## src/design/ipdu_pkg.sv

```systemverilog
// ----------------------------------------------------------------------------
// ipdu_pkg
// Types and constants shared by the iSCSI PDU deframer and its channels.
// ----------------------------------------------------------------------------
package ipdu_pkg;

   localparam int unsigned ByteWidth   = 8;
   localparam int unsigned CountWidth  = 24;
   localparam int unsigned OpcodeWidth = 6;
   localparam int unsigned TagWidth    = 32;

   // basic header layout
   localparam logic [CountWidth-1:0] HdrLastIdx    = 24'd47;
   localparam logic [CountWidth-1:0] HdrOpcodeIdx  = 24'd0;
   localparam logic [CountWidth-1:0] HdrAhsIdx     = 24'd4;
   localparam logic [CountWidth-1:0] HdrDlenFirst  = 24'd5;
   localparam logic [CountWidth-1:0] HdrDlenLast   = 24'd7;
   localparam logic [CountWidth-1:0] HdrTagFirst   = 24'd16;
   localparam logic [CountWidth-1:0] HdrTagLast    = 24'd19;
   localparam logic [CountWidth-1:0] HdrLength     = 24'd48;

   // segment codes as they appear on the result channel
   typedef enum logic [1:0] {
      SEG_BHS  = 2'd0,
      SEG_AHS  = 2'd1,
      SEG_DATA = 2'd2,
      SEG_PAD  = 2'd3
   } segment_type;

   typedef enum logic [3:0] {
      PH_BHS  = 4'b0001,
      PH_AHS  = 4'b0010,
      PH_DATA = 4'b0100,
      PH_PAD  = 4'b1000
   } phase_type;

   typedef struct packed {
      logic [ByteWidth-1:0]   byte_out;
      segment_type            segment;
      logic [CountWidth-1:0]  segment_offset;
      logic                   pdu_end;
      logic                   header_done;
      logic [OpcodeWidth-1:0] opcode;
      logic [ByteWidth-1:0]   ahs_words;
      logic [CountWidth-1:0]  data_length;
      logic [TagWidth-1:0]    task_tag;
   } rsp_word_type;

endpackage

```

## src/design/ipdu_if.sv

```systemverilog
// ----------------------------------------------------------------------------
// ipdu channel interfaces
// Valid/ready channels carrying received bytes in and tagged bytes out.
// ----------------------------------------------------------------------------
interface ipdu_req_if;
   logic                                valid;
   logic                                ready;
   logic [ipdu_pkg::ByteWidth-1:0]      data_byte;

   modport source (output valid, output data_byte, input ready);
   modport sink   (input valid, input data_byte, output ready);
endinterface

interface ipdu_rsp_if;
   logic                                valid;
   logic                                ready;
   logic [ipdu_pkg::ByteWidth-1:0]      byte_out;
   logic [1:0]                          segment;
   logic [ipdu_pkg::CountWidth-1:0]     segment_offset;
   logic                                pdu_end;
   logic                                header_done;
   logic [ipdu_pkg::OpcodeWidth-1:0]    opcode;
   logic [ipdu_pkg::ByteWidth-1:0]      ahs_words;
   logic [ipdu_pkg::CountWidth-1:0]     data_length;
   logic [ipdu_pkg::TagWidth-1:0]       task_tag;

   modport source (output valid, output byte_out, output segment, output segment_offset,
                   output pdu_end, output header_done, output opcode, output ahs_words,
                   output data_length, output task_tag, input ready);
   modport sink   (input valid, input byte_out, input segment, input segment_offset,
                   input pdu_end, input header_done, input opcode, input ahs_words,
                   input data_length, input task_tag, output ready);
endinterface

```

## src/design/iscsi_pdu_deframer_core.sv

```systemverilog
// An accepted byte's tagged word is registered and shows on rsp_bus in the cycle after the byte is accepted.
// Throughput: one byte per cycle; a byte is taken while the output register is
// empty or in the cycle the held word leaves, and the input stalls for as long
// as an unaccepted word waits.
// Reset (synchronous): segment tracking returns to basic header offset zero,
// captured header fields clear and the output register empties.
// ----------------------------------------------------------------------------
// iscsi_pdu_deframer_core
// Splits a received byte stream into iSCSI PDUs and tags every byte with its
// segment and offset; the last byte of a PDU carries the header fields.
// ----------------------------------------------------------------------------
module iscsi_pdu_deframer_core (
   input  logic           clock,
   input  logic           reset,
   ipdu_req_if.sink       req_bus,
   ipdu_rsp_if.source     rsp_bus
);

   ipdu_pkg::phase_type                phase_ff, phase_in;
   logic [ipdu_pkg::CountWidth-1:0]    count_ff, count_in;
   logic [ipdu_pkg::OpcodeWidth-1:0]   opcode_ff, opcode_in;
   logic [ipdu_pkg::ByteWidth-1:0]     ahs_ff, ahs_in;
   logic [ipdu_pkg::CountWidth-1:0]    dlen_ff, dlen_in;
   logic [ipdu_pkg::TagWidth-1:0]      tag_ff, tag_in;
   logic                               rsp_valid_ff, rsp_valid_in;
   ipdu_pkg::rsp_word_type             rsp_ff, rsp_in;

   ipdu_pkg::segment_type              seg;
   logic [ipdu_pkg::CountWidth-1:0]    seg_len;
   logic [ipdu_pkg::CountWidth:0]      count_inc;
   logic [1:0]                         pad_len;
   logic                               in_bhs;
   logic                               last;
   logic                               pdu_end;
   ipdu_pkg::phase_type                next_phase;
   logic                               accept;

   assign accept        = req_bus.valid && req_bus.ready;
   assign req_bus.ready = !rsp_valid_ff || rsp_bus.ready;

   always_comb begin
      unique case (phase_ff)
         ipdu_pkg::PH_BHS:  seg = ipdu_pkg::SEG_BHS;
         ipdu_pkg::PH_AHS:  seg = ipdu_pkg::SEG_AHS;
         ipdu_pkg::PH_DATA: seg = ipdu_pkg::SEG_DATA;
         ipdu_pkg::PH_PAD:  seg = ipdu_pkg::SEG_PAD;
         default:           seg = ipdu_pkg::SEG_BHS;
      endcase
   end

   assign in_bhs = (phase_ff == ipdu_pkg::PH_BHS);

   // capture header fields as their bytes go past
   always_comb begin
      opcode_in = opcode_ff;
      ahs_in    = ahs_ff;
      dlen_in   = dlen_ff;
      tag_in    = tag_ff;
      if (in_bhs) begin
         if (count_ff == ipdu_pkg::HdrOpcodeIdx) begin
            opcode_in = req_bus.data_byte[ipdu_pkg::OpcodeWidth-1:0];
         end else if (count_ff == ipdu_pkg::HdrAhsIdx) begin
            ahs_in = req_bus.data_byte;
         end else if (count_ff >= ipdu_pkg::HdrDlenFirst && count_ff <= ipdu_pkg::HdrDlenLast) begin
            dlen_in = {dlen_ff[ipdu_pkg::CountWidth-ipdu_pkg::ByteWidth-1:0], req_bus.data_byte};
         end else if (count_ff >= ipdu_pkg::HdrTagFirst && count_ff <= ipdu_pkg::HdrTagLast) begin
            tag_in = {tag_ff[ipdu_pkg::TagWidth-ipdu_pkg::ByteWidth-1:0], req_bus.data_byte};
         end
      end
   end

   // padding rounds the data segment up to a whole word
   assign pad_len = 2'(3'd4 - {1'b0, dlen_in[1:0]});

   always_comb begin
      unique case (phase_ff)
         ipdu_pkg::PH_BHS:  seg_len = ipdu_pkg::HdrLength;
         ipdu_pkg::PH_AHS:  seg_len = {14'd0, ahs_in, 2'b00};
         ipdu_pkg::PH_DATA: seg_len = dlen_in;
         ipdu_pkg::PH_PAD:  seg_len = {22'd0, pad_len};
         default:           seg_len = ipdu_pkg::HdrLength;
      endcase
   end

   assign count_inc = {1'b0, count_ff} + 25'd1;
   assign last      = (seg_len == '0) || (count_inc >= {1'b0, seg_len});

   // pick the next non-empty segment, or close the PDU
   always_comb begin
      next_phase = ipdu_pkg::PH_BHS;
      pdu_end    = 1'b0;
      unique case (phase_ff)
         ipdu_pkg::PH_BHS: begin
            if (ahs_in != '0) begin
               next_phase = ipdu_pkg::PH_AHS;
            end else if (dlen_in != '0) begin
               next_phase = ipdu_pkg::PH_DATA;
            end else begin
               pdu_end = 1'b1;
            end
         end
         ipdu_pkg::PH_AHS: begin
            if (dlen_in != '0) begin
               next_phase = ipdu_pkg::PH_DATA;
            end else begin
               pdu_end = 1'b1;
            end
         end
         ipdu_pkg::PH_DATA: begin
            if (pad_len != '0) begin
               next_phase = ipdu_pkg::PH_PAD;
            end else begin
               pdu_end = 1'b1;
            end
         end
         ipdu_pkg::PH_PAD: begin
            pdu_end = 1'b1;
         end
         default: begin
            pdu_end = 1'b1;
         end
      endcase
      pdu_end = pdu_end && last;
   end

   always_comb begin
      phase_in = phase_ff;
      count_in = count_ff;
      if (accept) begin
         if (last) begin
            phase_in = next_phase;
            count_in = '0;
         end else begin
            count_in = count_inc[ipdu_pkg::CountWidth-1:0];
         end
      end
   end

   always_comb begin
      rsp_in.byte_out       = req_bus.data_byte;
      rsp_in.segment        = seg;
      rsp_in.segment_offset = count_ff;
      rsp_in.pdu_end        = pdu_end;
      rsp_in.header_done    = in_bhs && (count_ff == ipdu_pkg::HdrLastIdx);
      rsp_in.opcode         = pdu_end ? opcode_in : '0;
      rsp_in.ahs_words      = pdu_end ? ahs_in : '0;
      rsp_in.data_length    = pdu_end ? dlen_in : '0;
      rsp_in.task_tag       = pdu_end ? tag_in : '0;
   end

   assign rsp_valid_in = accept || (rsp_valid_ff && !rsp_bus.ready);

   always_ff @(posedge clock) begin
      if (reset) begin
         phase_ff     <= ipdu_pkg::PH_BHS;
         count_ff     <= '0;
         opcode_ff    <= '0;
         ahs_ff       <= '0;
         dlen_ff      <= '0;
         tag_ff       <= '0;
         rsp_valid_ff <= 1'b0;
      end else begin
         phase_ff     <= phase_in;
         count_ff     <= count_in;
         rsp_valid_ff <= rsp_valid_in;
         if (accept) begin
            opcode_ff <= opcode_in;
            ahs_ff    <= ahs_in;
            dlen_ff   <= dlen_in;
            tag_ff    <= tag_in;
         end
      end
   end

   // hold the word until taken
   always_ff @(posedge clock) begin
      if (accept) begin
         rsp_ff <= rsp_in;
      end
   end

   assign rsp_bus.valid          = rsp_valid_ff;
   assign rsp_bus.byte_out       = rsp_ff.byte_out;
   assign rsp_bus.segment        = rsp_ff.segment;
   assign rsp_bus.segment_offset = rsp_ff.segment_offset;
   assign rsp_bus.pdu_end        = rsp_ff.pdu_end;
   assign rsp_bus.header_done    = rsp_ff.header_done;
   assign rsp_bus.opcode         = rsp_ff.opcode;
   assign rsp_bus.ahs_words      = rsp_ff.ahs_words;
   assign rsp_bus.data_length    = rsp_ff.data_length;
   assign rsp_bus.task_tag       = rsp_ff.task_tag;

   a_bhs_end_on_last_hdr_byte: assert property (@(posedge clock) disable iff (reset)
      rsp_valid_ff && rsp_ff.pdu_end && rsp_ff.segment == ipdu_pkg::SEG_BHS
      |-> rsp_ff.header_done)
      else $error("PDU closed inside basic header before its last byte");

   a_header_done_offset: assert property (@(posedge clock) disable iff (reset)
      rsp_valid_ff && rsp_ff.header_done
      |-> rsp_ff.segment == ipdu_pkg::SEG_BHS && rsp_ff.segment_offset == ipdu_pkg::HdrLastIdx)
      else $error("header_done on wrong byte");

   a_fields_zero_mid_pdu: assert property (@(posedge clock) disable iff (reset)
      rsp_valid_ff && !rsp_ff.pdu_end
      |-> rsp_ff.opcode == '0 && rsp_ff.ahs_words == '0 &&
          rsp_ff.data_length == '0 && rsp_ff.task_tag == '0)
      else $error("header fields shown before end of PDU");

   a_restart_after_end: assert property (@(posedge clock) disable iff (reset)
      accept && pdu_end |=> phase_ff == ipdu_pkg::PH_BHS && count_ff == '0)
      else $error("next PDU does not start at basic header offset zero");

endmodule

```

## src/flat_wrapper.sv

```systemverilog
// flat-port wrapper written by rule: the top's interface ports become plain ports
module iscsi_pdu_deframer_core_flat 
  (clock, reset, req_bus_valid, req_bus_data_byte, req_bus_ready, rsp_bus_valid, rsp_bus_byte_out, rsp_bus_segment, rsp_bus_segment_offset, rsp_bus_pdu_end, rsp_bus_header_done, rsp_bus_opcode, rsp_bus_ahs_words, rsp_bus_data_length, rsp_bus_task_tag, rsp_bus_ready);
  ipdu_req_if req_bus_i ();
  ipdu_rsp_if rsp_bus_i ();
  input  logic clock;
  input  logic reset;
  input wire logic [$bits(req_bus_i.valid)-1:0] req_bus_valid;
  input wire logic [$bits(req_bus_i.data_byte)-1:0] req_bus_data_byte;
  output wire logic [$bits(req_bus_i.ready)-1:0] req_bus_ready;
  output wire logic [$bits(rsp_bus_i.valid)-1:0] rsp_bus_valid;
  output wire logic [$bits(rsp_bus_i.byte_out)-1:0] rsp_bus_byte_out;
  output wire logic [$bits(rsp_bus_i.segment)-1:0] rsp_bus_segment;
  output wire logic [$bits(rsp_bus_i.segment_offset)-1:0] rsp_bus_segment_offset;
  output wire logic [$bits(rsp_bus_i.pdu_end)-1:0] rsp_bus_pdu_end;
  output wire logic [$bits(rsp_bus_i.header_done)-1:0] rsp_bus_header_done;
  output wire logic [$bits(rsp_bus_i.opcode)-1:0] rsp_bus_opcode;
  output wire logic [$bits(rsp_bus_i.ahs_words)-1:0] rsp_bus_ahs_words;
  output wire logic [$bits(rsp_bus_i.data_length)-1:0] rsp_bus_data_length;
  output wire logic [$bits(rsp_bus_i.task_tag)-1:0] rsp_bus_task_tag;
  input wire logic [$bits(rsp_bus_i.ready)-1:0] rsp_bus_ready;
  assign req_bus_i.valid = req_bus_valid;
  assign req_bus_i.data_byte = req_bus_data_byte;
  assign req_bus_ready = req_bus_i.ready;
  assign rsp_bus_valid = rsp_bus_i.valid;
  assign rsp_bus_byte_out = rsp_bus_i.byte_out;
  assign rsp_bus_segment = rsp_bus_i.segment;
  assign rsp_bus_segment_offset = rsp_bus_i.segment_offset;
  assign rsp_bus_pdu_end = rsp_bus_i.pdu_end;
  assign rsp_bus_header_done = rsp_bus_i.header_done;
  assign rsp_bus_opcode = rsp_bus_i.opcode;
  assign rsp_bus_ahs_words = rsp_bus_i.ahs_words;
  assign rsp_bus_data_length = rsp_bus_i.data_length;
  assign rsp_bus_task_tag = rsp_bus_i.task_tag;
  assign rsp_bus_i.ready = rsp_bus_ready;
  iscsi_pdu_deframer_core u_core (.clock(clock), .reset(reset), .req_bus(req_bus_i), .rsp_bus(rsp_bus_i));
endmodule
```

## config.mk

```make
export PLATFORM = sky130hd
export DESIGN_NAME = iscsi_pdu_deframer_core_flat
export DESIGN_NICKNAME = d
export VERILOG_FILES = /design/src/design/ipdu_pkg.sv /design/src/design/ipdu_if.sv /design/src/design/iscsi_pdu_deframer_core.sv /design/src/flat_wrapper.sv
export SDC_FILE = /design/constraint.sdc
export NUM_CORES = 1
export LEC_CHECK = 0
export ABC_AREA = 1
export BUFFER_PORTS_ARGS = -buffer_cell sky130_fd_sc_hd__buf_4
export CAP_MARGIN = 20
export CORE_UTILIZATION = 35
export DETAILED_ROUTE_END_ITERATION = 10
export PLACE_DENSITY = 0.48
export SYNTH_ARGS = -nofsm -noshare
export SYNTH_HDL_FRONTEND = slang
export SYNTH_SLANG_ARGS = --single-unit
```

## constraint.sdc

```tcl
create_clock -name clock -period 9.8 [get_ports clock]
set_clock_uncertainty 0.1 [all_clocks]
set_input_delay 2.45 -clock clock [delete_from_list [all_inputs] [get_ports clock]]
set_output_delay 2.45 -clock clock [all_outputs]
set_load 0.01 [all_outputs]
```

After elaboration in Yosys (flattened, before gate mapping) --
Cells that the tools add are included.
Storage, ports and cells: register bits 205
Operators by class: add/sub/neg operators 2, magnitude comparators 5, eq/ne operators 6, mux-type cells 25, reductions and logical operators 17
Operator list (number):
- $mux W32 | 5
- $mux W24 | 5
- $pmux W24 S3 | 1
- $logic_not A24 Y1 | 2
- $add A24 B1 Y25 const B | 1
- $ge A25 B24 Y1 | 1
- $eq A24 B3 Y1 const B | 1
- $eq A24 B6 Y1 const B | 1
- $ge A24 B3 Y1 const B | 1
- $ge A24 B5 Y1 const B | 1
- $le A24 B3 Y1 const B | 1
- $le A24 B5 Y1 const B | 1
- $mux W8 | 3
- $reduce_bool A24 Y1 | 1
- $mux W6 | 2
- $pmux W4 S3 | 1
- $mux W4 | 2
- $reduce_bool A8 Y1 | 1
- $logic_and A1 B1 Y1 | 6
- $pmux W2 S3 | 1
- $eq A4 B1 Y1 const B | 1
- $eq A4 B2 Y1 const B | 1
- $eq A4 B3 Y1 const B | 1
- $eq A4 B4 Y1 const B | 1
- 8 further kinds | 13

Longest topological paths before layout --
Gate-level depths: netlist (run 1).
depth in word-level cells 11, mapped depth 30, depth with buffers taken out 29

Worst setup path before layout (run 1) --
No wires, ideal clock.
path kind input -> register, start in rsp_bus_ready, end reg u_core.rsp_ff, in the netlist u_core.rsp_bus.ahs_words[0], enable pin, setup time 0.512 ns, data arrival time 6.184 ns, required time 9.188 ns, slack 3.005 ns, stages 6, buffers on the path 2, cells stage by stage inv_1 > nand2_1 > nand2_1 > inv_1 > clkbuf_1 > clkbuf_1
Between the ends: word-level cells in the longest chain between the ends 2
Ends and longest elaborated chain:
- start: declaration | RTL line flat_wrapper.sv:21 | input wire logic [$bits(rsp_bus_i.ready)-1:0] rsp_bus_ready;
- $logic_or A1 B1 Y1 | RTL line iscsi_pdu_deframer_core.sv:39 | assign req_bus.ready = !rsp_valid_ff || rsp_bus.ready;
- via req_bus_ready | RTL line flat_wrapper.sv:10 | output wire logic [$bits(req_bus_i.ready)-1:0] req_bus_ready;
- $logic_and A1 B1 Y1 | RTL line iscsi_pdu_deframer_core.sv:38 | assign accept = req_bus.valid && req_bus.ready;
- via u_core.accept | RTL line iscsi_pdu_deframer_core.sv:36 | logic accept;
- end signal: assignment | RTL line iscsi_pdu_deframer_core.sv:178 | rsp_ff <= rsp_in;
- end: declaration | RTL line iscsi_pdu_deframer_core.sv:26 | ipdu_pkg::rsp_word_type rsp_ff, rsp_in;
The timed path passes the listed nets, and every way through them passes these cells. A chain may end at the register's enable or synchronous reset.

Worst setup path in the final report (run 1) --
start in req_bus_data_byte[1], end reg u_core.rsp_ff, in the netlist u_core.rsp_bus.opcode[0] (data pin)
Between the ends: word-level cells in the longest chain between the ends 9
Ends and longest elaborated chain:
- start: declaration | RTL line flat_wrapper.sv:9 | input wire logic [$bits(req_bus_i.data_byte)-1:0] req_bus_data_byte;
- $mux W24 | RTL line iscsi_pdu_deframer_core.sv:64 | end else if (count_ff >= ipdu_pkg::HdrDlenFirst && count_ff <= ipdu_pkg::HdrDlenLast) begin
- $mux W24 | RTL line iscsi_pdu_deframer_core.sv:62 | end else if (count_ff == ipdu_pkg::HdrAhsIdx) begin
- $mux W24 | RTL line iscsi_pdu_deframer_core.sv:60 | if (count_ff == ipdu_pkg::HdrOpcodeIdx) begin
- $mux W24 | RTL line iscsi_pdu_deframer_core.sv:59 | if (in_bhs) begin
- $sub A1 B2 Y2 or $reduce_bool A24 Y1 (tied branches) | RTL line iscsi_pdu_deframer_core.sv:73, iscsi_pdu_deframer_core.sv:96, iscsi_pdu_deframer_core.sv:103
- $pmux W24 S3, or another cell as far along | RTL line iscsi_pdu_deframer_core.sv:76 | unique case (phase_ff)
- $ge A25 B24 Y1, or another cell as far along | RTL line iscsi_pdu_deframer_core.sv:86 | assign last = (seg_len == '0) || (count_inc >= {1'b0, seg_len});
- $logic_or A1 B1 Y1 or $pmux W1 S3 (tied branches) | RTL line iscsi_pdu_deframer_core.sv:86, iscsi_pdu_deframer_core.sv:92
- $logic_and A1 B1 Y1 (*) | RTL line iscsi_pdu_deframer_core.sv:123 | pdu_end = pdu_end && last;
Mark *: on every way between the ends. The rest lies on a longest branch, timed or not.

==> summary.md, run 1 <==
| Metric | Value |
|---|---|
| Total GRT Usage | `0.169` |
| Root Driver | `clkbuf_16` |
| Slew margin rel. | `0.301` |
| Antenna cells | `0` |
| Crit path top cell by count | `nand2_1` |
| Via Count | `between 7,000 and 8,000` |
| Die height | `173 microns` |
| Worst IR drop on VDD | `0.118 mV` |
| Synth Register Bits | `205` |
| Buf+Inv Stages, Crit Path | `3` |
| Vias in the first global route | `~7,500` |
| Share of layout cells above drive strength 1 | `0.214` |
| Hold WC Path Type | `reg -> reg` |
| Worst path max stage delay | `0.80 ns` |
| Final setup vio count | `0` |
| Die area | `0.0300 sq mm` |
| Initial Util | `0.356` |
| Clock Tree Buf Depth | `3` |
| Drt total wl | `around 25,000 microns` |
| Syn Inst Count | `1,112` |
| Fin crit period | `6.07 ns` |
| CTS buffer count | `24` |
| Pin count of the biggest net entering global routing | `143` |
| Wire length of the first global-routing pass | `40,800 microns` |
| PostCTS Resize Cnt | `0` |
| Startpoint types | `input port` |
| Pwr dens | `roughly 170 mW/mm^2` |
| Gr ovfl total | `0` |
| CP endpoint kind | `flop` |
| Initial antenna violation count | `0` |
| Site Rows | `62` |
| Syn_area_per_cell | `9.22 sq um` |
| Clock sink total | `205` |
| Post-synth top area share | `0.311` |
| DP HPWL | `17,100 microns` |
| Clock latency on the worst-skew pair | `0.52 ns` |
| Register area share after synthesis | `0.504` |
| RSZ-0062 raised after global routing | `no` |
| Max_cap viols | `0` |
| IO Pins | `120` |
| Mapped Area | `0.0102 sq mm` |
| Mapped Nets | `between 1,000 and 1,500` |
| Top delay family on crit path | `simple AND/OR/NAND/NOR gates` |
| Power, Total | `2.04 mW` |
| Routed wire per std cell | `roughly 16 microns` |
| Hold Violations, Final | `0` |
| Clock-pin slew on the worst setup and hold paths | `approximately 0.06 ns` |
| Area contributors post-synth | `edfxtp_1 31%, dfxtp_1 19%, nand2_1 7.4%` |
| Post-CTS Setup Bufs | `0` |
| Core Region | `0.0288 sq mm` |
| Min setup slack post-route | `3.73 ns` |
| Post-Place Cells | `1,564` |
| Synth area leader | `edfxtp_1` |
| Drt pass-1 iters | `7` |
| Status | `finished, final reports clean` |
| Pleak | `slightly above 5 nW` |
| Synth cell count leaders | `202 x nand2_1, 110 x inv_1, 106 x edfxtp_1` |
| Routed Antenna Nets | `0` |
| CTS HTree Levels | `1` |
| Filler-free cell count of the finished design | `roughly 1,600` |
| Critical-path maximum fanout | `71` |
| Area grow syn2layout | `17.8%` |
| Max Clk Rate | `about 0.16 GHz` |
| Worst Tran Pin Value | `1.05 ns` |
| TritonCTS clock tree | `built` |
| Port buffer count | `between 100 and 150` |
| Count leader, synth | `nand2_1` |
| Synth unique cells | `42` |
| CP required | `9.93 ns` |
| Placer congestion estimate | `between 0.8 and 0.9` |
| Chip width | `173 microns` |
| CP max-delay cell | `nor2_2` |
| Crit Path Category | `in -> reg` |
| Yosys warns | `0` |
| Dpl ws | `3.17 ns` |
| Top FF cell, synth | `edfxtp_1` |
| Drt drc | `0` |
| Period utilization | `0.620` |
| Iter 0 DRT Violations | `499` |
| FFs w/ async S/R, synth | `0` |
| Final layout net count | `1,247` |
| Setup_tns | `0 ns` |
| Slew Limit Fails | `0` |
| CP Cell Sequence | `buf_4 -> inv_1 -> nand2_1 -> nand2_1 -> ha_1 -> nand2_1 -> nand2_1 -> inv_1 -> ha_1 -> nand2_1 -> o21ai_0 -> nand3_1 -> a21oi_1 -> nor2_1 -> o21ai_0 -> nand3_1 -> nand3_1 -> nor2_2 -> nand2_4 -> nand2_8 -> nor2_1` |
| Post-CTS Hold Buffers | `0` |
| Crit path DAT | `6.21 ns` |
| EDFF count, synth | `106` |
| Fin util | `0.419` |
| Via density | `between 4 and 5` |
[layout by cell type, fill, tap and decap left out, types with 4 or more instances in the layout]
cell / Yosys / final
clkbuf_16: 0 / 25
nor2_4: 37 / 37
ha_1: 29 / 29
nand4_1: 47 / 47
nor4_1: 4 / 4
a21oi_1: 102 / 102
inv_2: 6 / 6
inv_1: 110 / 108
mux2i_1: 32 / 32
edfxtp_1: 106 / 106
nand2_1: 202 / 202
dfxtp_1: 99 / 99
xnor2_1: 4 / 4
o211ai_1: 15 / 15
nor2_2: 42 / 42
buf_4: 3 / 125
nand3_1: 52 / 52
clkinv_1: 0 / 5
o21ai_0: 65 / 65
nor3_1: 9 / 9
clkbuf_1: 30 / 8
xor2_1: 13 / 13
nor2_1: 56 / 56
nand2_2: 5 / 5
[state kept, by name, summed over array words and instances, names as in the netlist, 8 cells and up]
| name | cells |
|---|---|
| u_core.rsp_bus.task_tag | 32 |
| u_core.tag_ff | 32 |
| u_core.count_ff | 24 |
| u_core.dlen_ff | 24 |
| u_core.rsp_bus.data_length | 24 |
| u_core.rsp_bus.segment_offset | 24 |
| u_core.ahs_ff | 8 |
| u_core.rsp_bus.ahs_words | 8 |
| u_core.rsp_bus.byte_out | 8 |
[metrics by stage]
stage,instance area [sq um],hold slack (ns)
floorplan,10200,0.303
detailed placement,11300,0.387
global route,12100,0.424
finish,12100,0.398
global placement,11300,0.380
CTS,12100,0.402
[per-layer routing]
metal | track usage | wire length, microns | part of all wire | up-vias
li1 | - | - | - | 3955
met1 | 0.225 | 11500 | 0.45 | 3677
met2 | 0.286 | 12300 | 0.48 | 167
met3 | 0.0264 | 1080 | 0.043 | 37
met4 | 0.0476 | 510 | 0.020 | 0
met5 | 0 | 0 | 0 | -
[power by group]
part	total [mW]	switching, mW	internal [mW]	leakage, nW
Sequential	0.974	0.0237	0.950	1.88
Combinational	0.219	0.146	0.0729	2.94
Clock	0.845	0.356	0.489	0.362
[cells by family after synthesis]
logic type      Yosys count  share of synthesized area
simple gates            466                      0.238
flops                   205                      0.504
compound gates          189                      0.100
buf+inv                 174                     0.0769
mux                      32                     0.0313
fa+ha+maj                29                     0.0354
xor+xnor                 17                     0.0145
[worst register-to-register path, stage by stage (launching register included)]
cell	delay, ns
dfxtp_1	0.41
inv_1	0.13
ha_1	0.21
nand2_1	0.06
inv_1	0.04
nor2_2	0.11
nand4_1	0.15
nor2_4	0.49
nand2_1	0.16
nand2_1	0.20
ha_1	0.26
nand2_1	0.06
nand2_1	0.07
inv_1	0.06
ha_1	0.23
nand2_1	0.07
o21ai_0	0.07
nand3_1	0.07
a21oi_1	0.06
nor2_1	0.08
o21ai_0	0.09
nand3_1	0.10
nand3_1	0.09
nor2_2	0.80
nand2_4	0.24
nand2_8	0.77
nor2_1	0.12
[area by class of cell]
| type | instances | area, sq um |
|---|---|---|
| clock inverters | 8 | 38.8 |
| inverters | 117 | 449 |
| flip-flops and latches | 205 | 5160 |
| multi-input cells | 733 | 4300 |
| well taps | 384 | 480 |
| repair buffers | 125 | 938 |
| fillers | 2861 | 16700 |
| clock buffers | 36 | 697 |
[worst paths after layout]
check | slack [ns] | startpoint | to | cells after the start
worst max-delay path | 3.73 | req_bus_data_byte[1] | u_core.rsp_bus.opcode[0]$_SDFFCE_PN0P_ | 21
worst min-delay path | 0.40 | u_core.ahs_ff[5]$_SDFFE_PP0P_ | u_core.ahs_ff[5]$_SDFFE_PP0P_ | 2
worst max register to register | 4.21 | u_core.count_ff[0]$_SDFFE_PP0P_ | u_core.rsp_bus.opcode[0]$_SDFFCE_PN0P_ | 26
worst min register to register | 0.40 | u_core.ahs_ff[5]$_SDFFE_PP0P_ | u_core.ahs_ff[5]$_SDFFE_PP0P_ | 2
No activity file was read; power rests on OpenSTA's default activity.
==> run 2, diff against run 1 <==
--- a/config.mk
+++ b/config.mk
@@ -10,7 +10,7 @@
 export CAP_MARGIN = 20
 export CORE_UTILIZATION = 35
 export DETAILED_ROUTE_END_ITERATION = 10
-export PLACE_DENSITY = 0.48
+export PLACE_DENSITY = 0.5
 export SYNTH_ARGS = -nofsm -noshare
 export SYNTH_HDL_FRONTEND = slang
 export SYNTH_SLANG_ARGS = --single-unit
==> constraint.sdc (replaced) <==
create_clock -name clock -period 5.1 [get_ports clock]
set_clock_uncertainty 0.1 [all_clocks]
set_input_delay 1.275 -clock clock [delete_from_list [all_inputs] [get_ports clock]]
set_output_delay 1.275 -clock clock [all_outputs]
set_load 0.01 [all_outputs]
==> summary.md, run 2 (synthesis results as in run 1) <==
| Metric | Value |
|---|---|
| Status | `finished, final reports clean` |
| Setup_tns | `0 ns (unchanged)` |
| Post-Place Cells | `1,573 (+0.58%)` |
| Clock Tree Buf Depth | `3 (unchanged)` |
| Site Rows | `62 (unchanged)` |
| Pleak | `5.27 nW (+1.7%)` |
| Crit path top cell by count | `nand2_1` |
| CP endpoint kind | `flop` |
| Initial antenna violation count | `0 (unchanged)` |
| Vias in the first global route | `7,616 (+1.2%)` |
| Power, Total | `4.04 mW (+98%)` |
| Final layout net count | `1,256 (+0.72%)` |
| # fillers | `2,806 (-1.9%)` |
| Crit path DAT | `4.71 ns (-1.50 ns)` |
| CP max-delay cell | `dfxtp_1` |
| Clock-pin slew on the worst setup and hold paths | `0.06 ns (about the same)` |
| Worst IR drop on VDD | `0.202 mV (+72%)` |
| Flop pwr share | `0.462 (-0.016)` |
| Initial Util | `0.356 (unchanged)` |
| Die area | `0.0300 sq mm (unchanged)` |
| Area grow syn2layout | `19.5%` |
| Psw | `1.01 mW (+93%)` |
| Routed wire per std cell | `15.5 microns (-1.7%)` |
| Dpl cell area | `0.0114 sq mm (+0.98%)` |
| Total GRT Usage | `0.169 (-0.000248)` |
| Root Driver | `clkbuf_16` |
| Buf+Inv Stages, Crit Path | `4 (+1)` |
| Slew margin rel. | `0.489 (+0.188)` |
| Most common cell after layout, fill and taps aside | `nand2_1` |
| Max_cap viols | `0 (unchanged)` |
| Die height | `173 microns (unchanged)` |
| Crit Path Category | `reg -> reg` |
| Period utilization | `0.894` |
| Finished layout cell area | `0.0122 sq mm (+1.5%)` |
| Drt total wl | `25,100 microns (-1.2%)` |
| Fin util | `0.426 (+0.00622)` |
| Hold WC Path Type | `reg -> reg` |
| RSZ-0062 raised after global routing | `no` |
| Clock sink total | `205 (unchanged)` |
| Via density | `4.80 (-1.5%)` |
| Comb power frac | `0.107 (about the same)` |
| Worst path max stage delay | `0.41 ns (-0.39 ns)` |
| DP HPWL | `17,400 microns (+1.9%)` |
| Post-CTS Setup Bufs | `0 (unchanged)` |
| Dpl ws | `0.533 ns (-2.64 ns)` |
| Hold Slack | `0.403 ns (+0.00500 ns)` |
| Cell Int Power | `3.03 mW (+100%)` |
| Critical-path maximum fanout | `30 (-58%)` |
| PostCTS Resize Cnt | `0 (unchanged)` |
| Slew Limit Fails | `0 (unchanged)` |
| Placer congestion estimate | `0.822 (-3.9%)` |
| Min setup slack post-route | `0.543 ns (-3.18 ns)` |
| Chip width | `173 microns (unchanged)` |
| Gr ovfl total | `0 (unchanged)` |
| Filler-free cell count of the finished design | `1,617 (+0.56%)` |
| Core Region | `0.0288 sq mm (unchanged)` |
| Drt drc | `0 (unchanged)` |
| Final setup vio count | `0 (unchanged)` |
| Top delay family on crit path | `simple AND/OR/NAND/NOR gates` |
| Switching part of the total | `0.251 (-0.00744)` |
| CTS buffer count | `24 (unchanged)` |
| Max Clk Rate | `around 0.22 GHz` |
| Startpoint types | `flop` |
| Drt pass-1 iters | `6 (-1)` |
| Post-CTS Hold Buffers | `0 (unchanged)` |
| Clock latency on the worst-skew pair | `0.53 ns (about the same)` |
| Port buffer count | `119 (unchanged)` |
| Routed Antenna Nets | `0 (unchanged)` |
| Hold Violations, Final | `0 (unchanged)` |
| Share of layout cells above drive strength 1 | `0.223 (+0.00898)` |
| TritonCTS clock tree | `built` |
| CTS HTree Levels | `1 (unchanged)` |
| IO Pins | `120 (unchanged)` |
| Worst Tran Pin Value | `0.767 ns (-0.281 ns)` |
| Pin count of the biggest net entering global routing | `87 (-39%)` |
| Antenna cells | `0 (unchanged)` |
| Pwr dens | `330 mW/mm^2 (+95%)` |
| CP required | `5.25 ns (-4.68 ns)` |
| Wire length of the first global-routing pass | `41,000 microns (+0.46%)` |
| Via Count | `7,763 (-0.93%)` |
| Fin crit period | `around 4.6 ns` |
| Most frequent cells in the layout | `202 x nand2_1, 130 x buf_4, 109 x inv_1` |
| Iter 0 DRT Violations | `447 (-10%)` |
| Clk pwr share | `0.431 (+0.016)` |
-- run 2: cell count changes in the layout (fill, tap and decap cells not counted), sizes merged --
cell / change
buf: +9
bufinv: +2
clkbuf: -2
clkinv: -2
clkinvlp: +2
-- run 2: path summary, 6_finish.rpt --
check	start	endpoint	slack, ns	cells past startpoint
max reg2reg	u_core.count_ff[0]$_SDFFE_PP0P_	u_core.rsp_bus.task_tag[15]$_SDFFCE_PN0P_	0.54	28
min reg2reg	u_core.ahs_ff[5]$_SDFFE_PP0P_	u_core.ahs_ff[5]$_SDFFE_PP0P_	0.40	2
max	u_core.count_ff[0]$_SDFFE_PP0P_	u_core.rsp_bus.task_tag[15]$_SDFFCE_PN0P_	0.54	28
min	u_core.ahs_ff[5]$_SDFFE_PP0P_	u_core.ahs_ff[5]$_SDFFE_PP0P_	0.40	2
-- run 2: power by group through the flow --
| stage | logic (mW) | registers (mW) | clock network [mW] |
|---|---|---|---|
| finish | 0.431 | 1.87 | 1.74 |
| global route | 0.484 | 1.88 | 1.86 |
| CTS | 0.438 | 1.87 | 1.79 |
| detailed placement | 0.436 | 1.90 | 0 |
| global placement | 0.434 | 1.90 | 0 |
| floorplan | 0.267 | 1.92 | 0 |
-- run 2: area by class of cell --
cell class / count / area (sq um) / share of cell area
Clock inverter: 10 / 103 / 0.00838
Timing Repair Buffer: 134 / 1060 / 0.0862
Multi-Input combinational cell: 733 / 4290 / 0.351
Inverter: 117 / 449 / 0.0367
Tap cell: 384 / 480 / 0.0392
Sequential cell: 205 / 5160 / 0.422
Clock buffer: 34 / 701 / 0.0572
-- run 2: worst min-delay path, delay by kind of cell, from the launching register on --
kind / cells / cell delay [ns]
flops: 1 / 0.33
compound gates: 1 / 0.10
buf+inv: 1 / 0.05
-- run 2: layer usage --
metal / wire length [microns] / up-vias / GRT usage
li1: - / 3986 / -
met1: 11600 / 3575 / 0.224
met2: 12000 / 166 / 0.287
met3: 1140 / 36 / 0.0281
met4: 425 / 0 / 0.0406
met5: 0 / - / 0
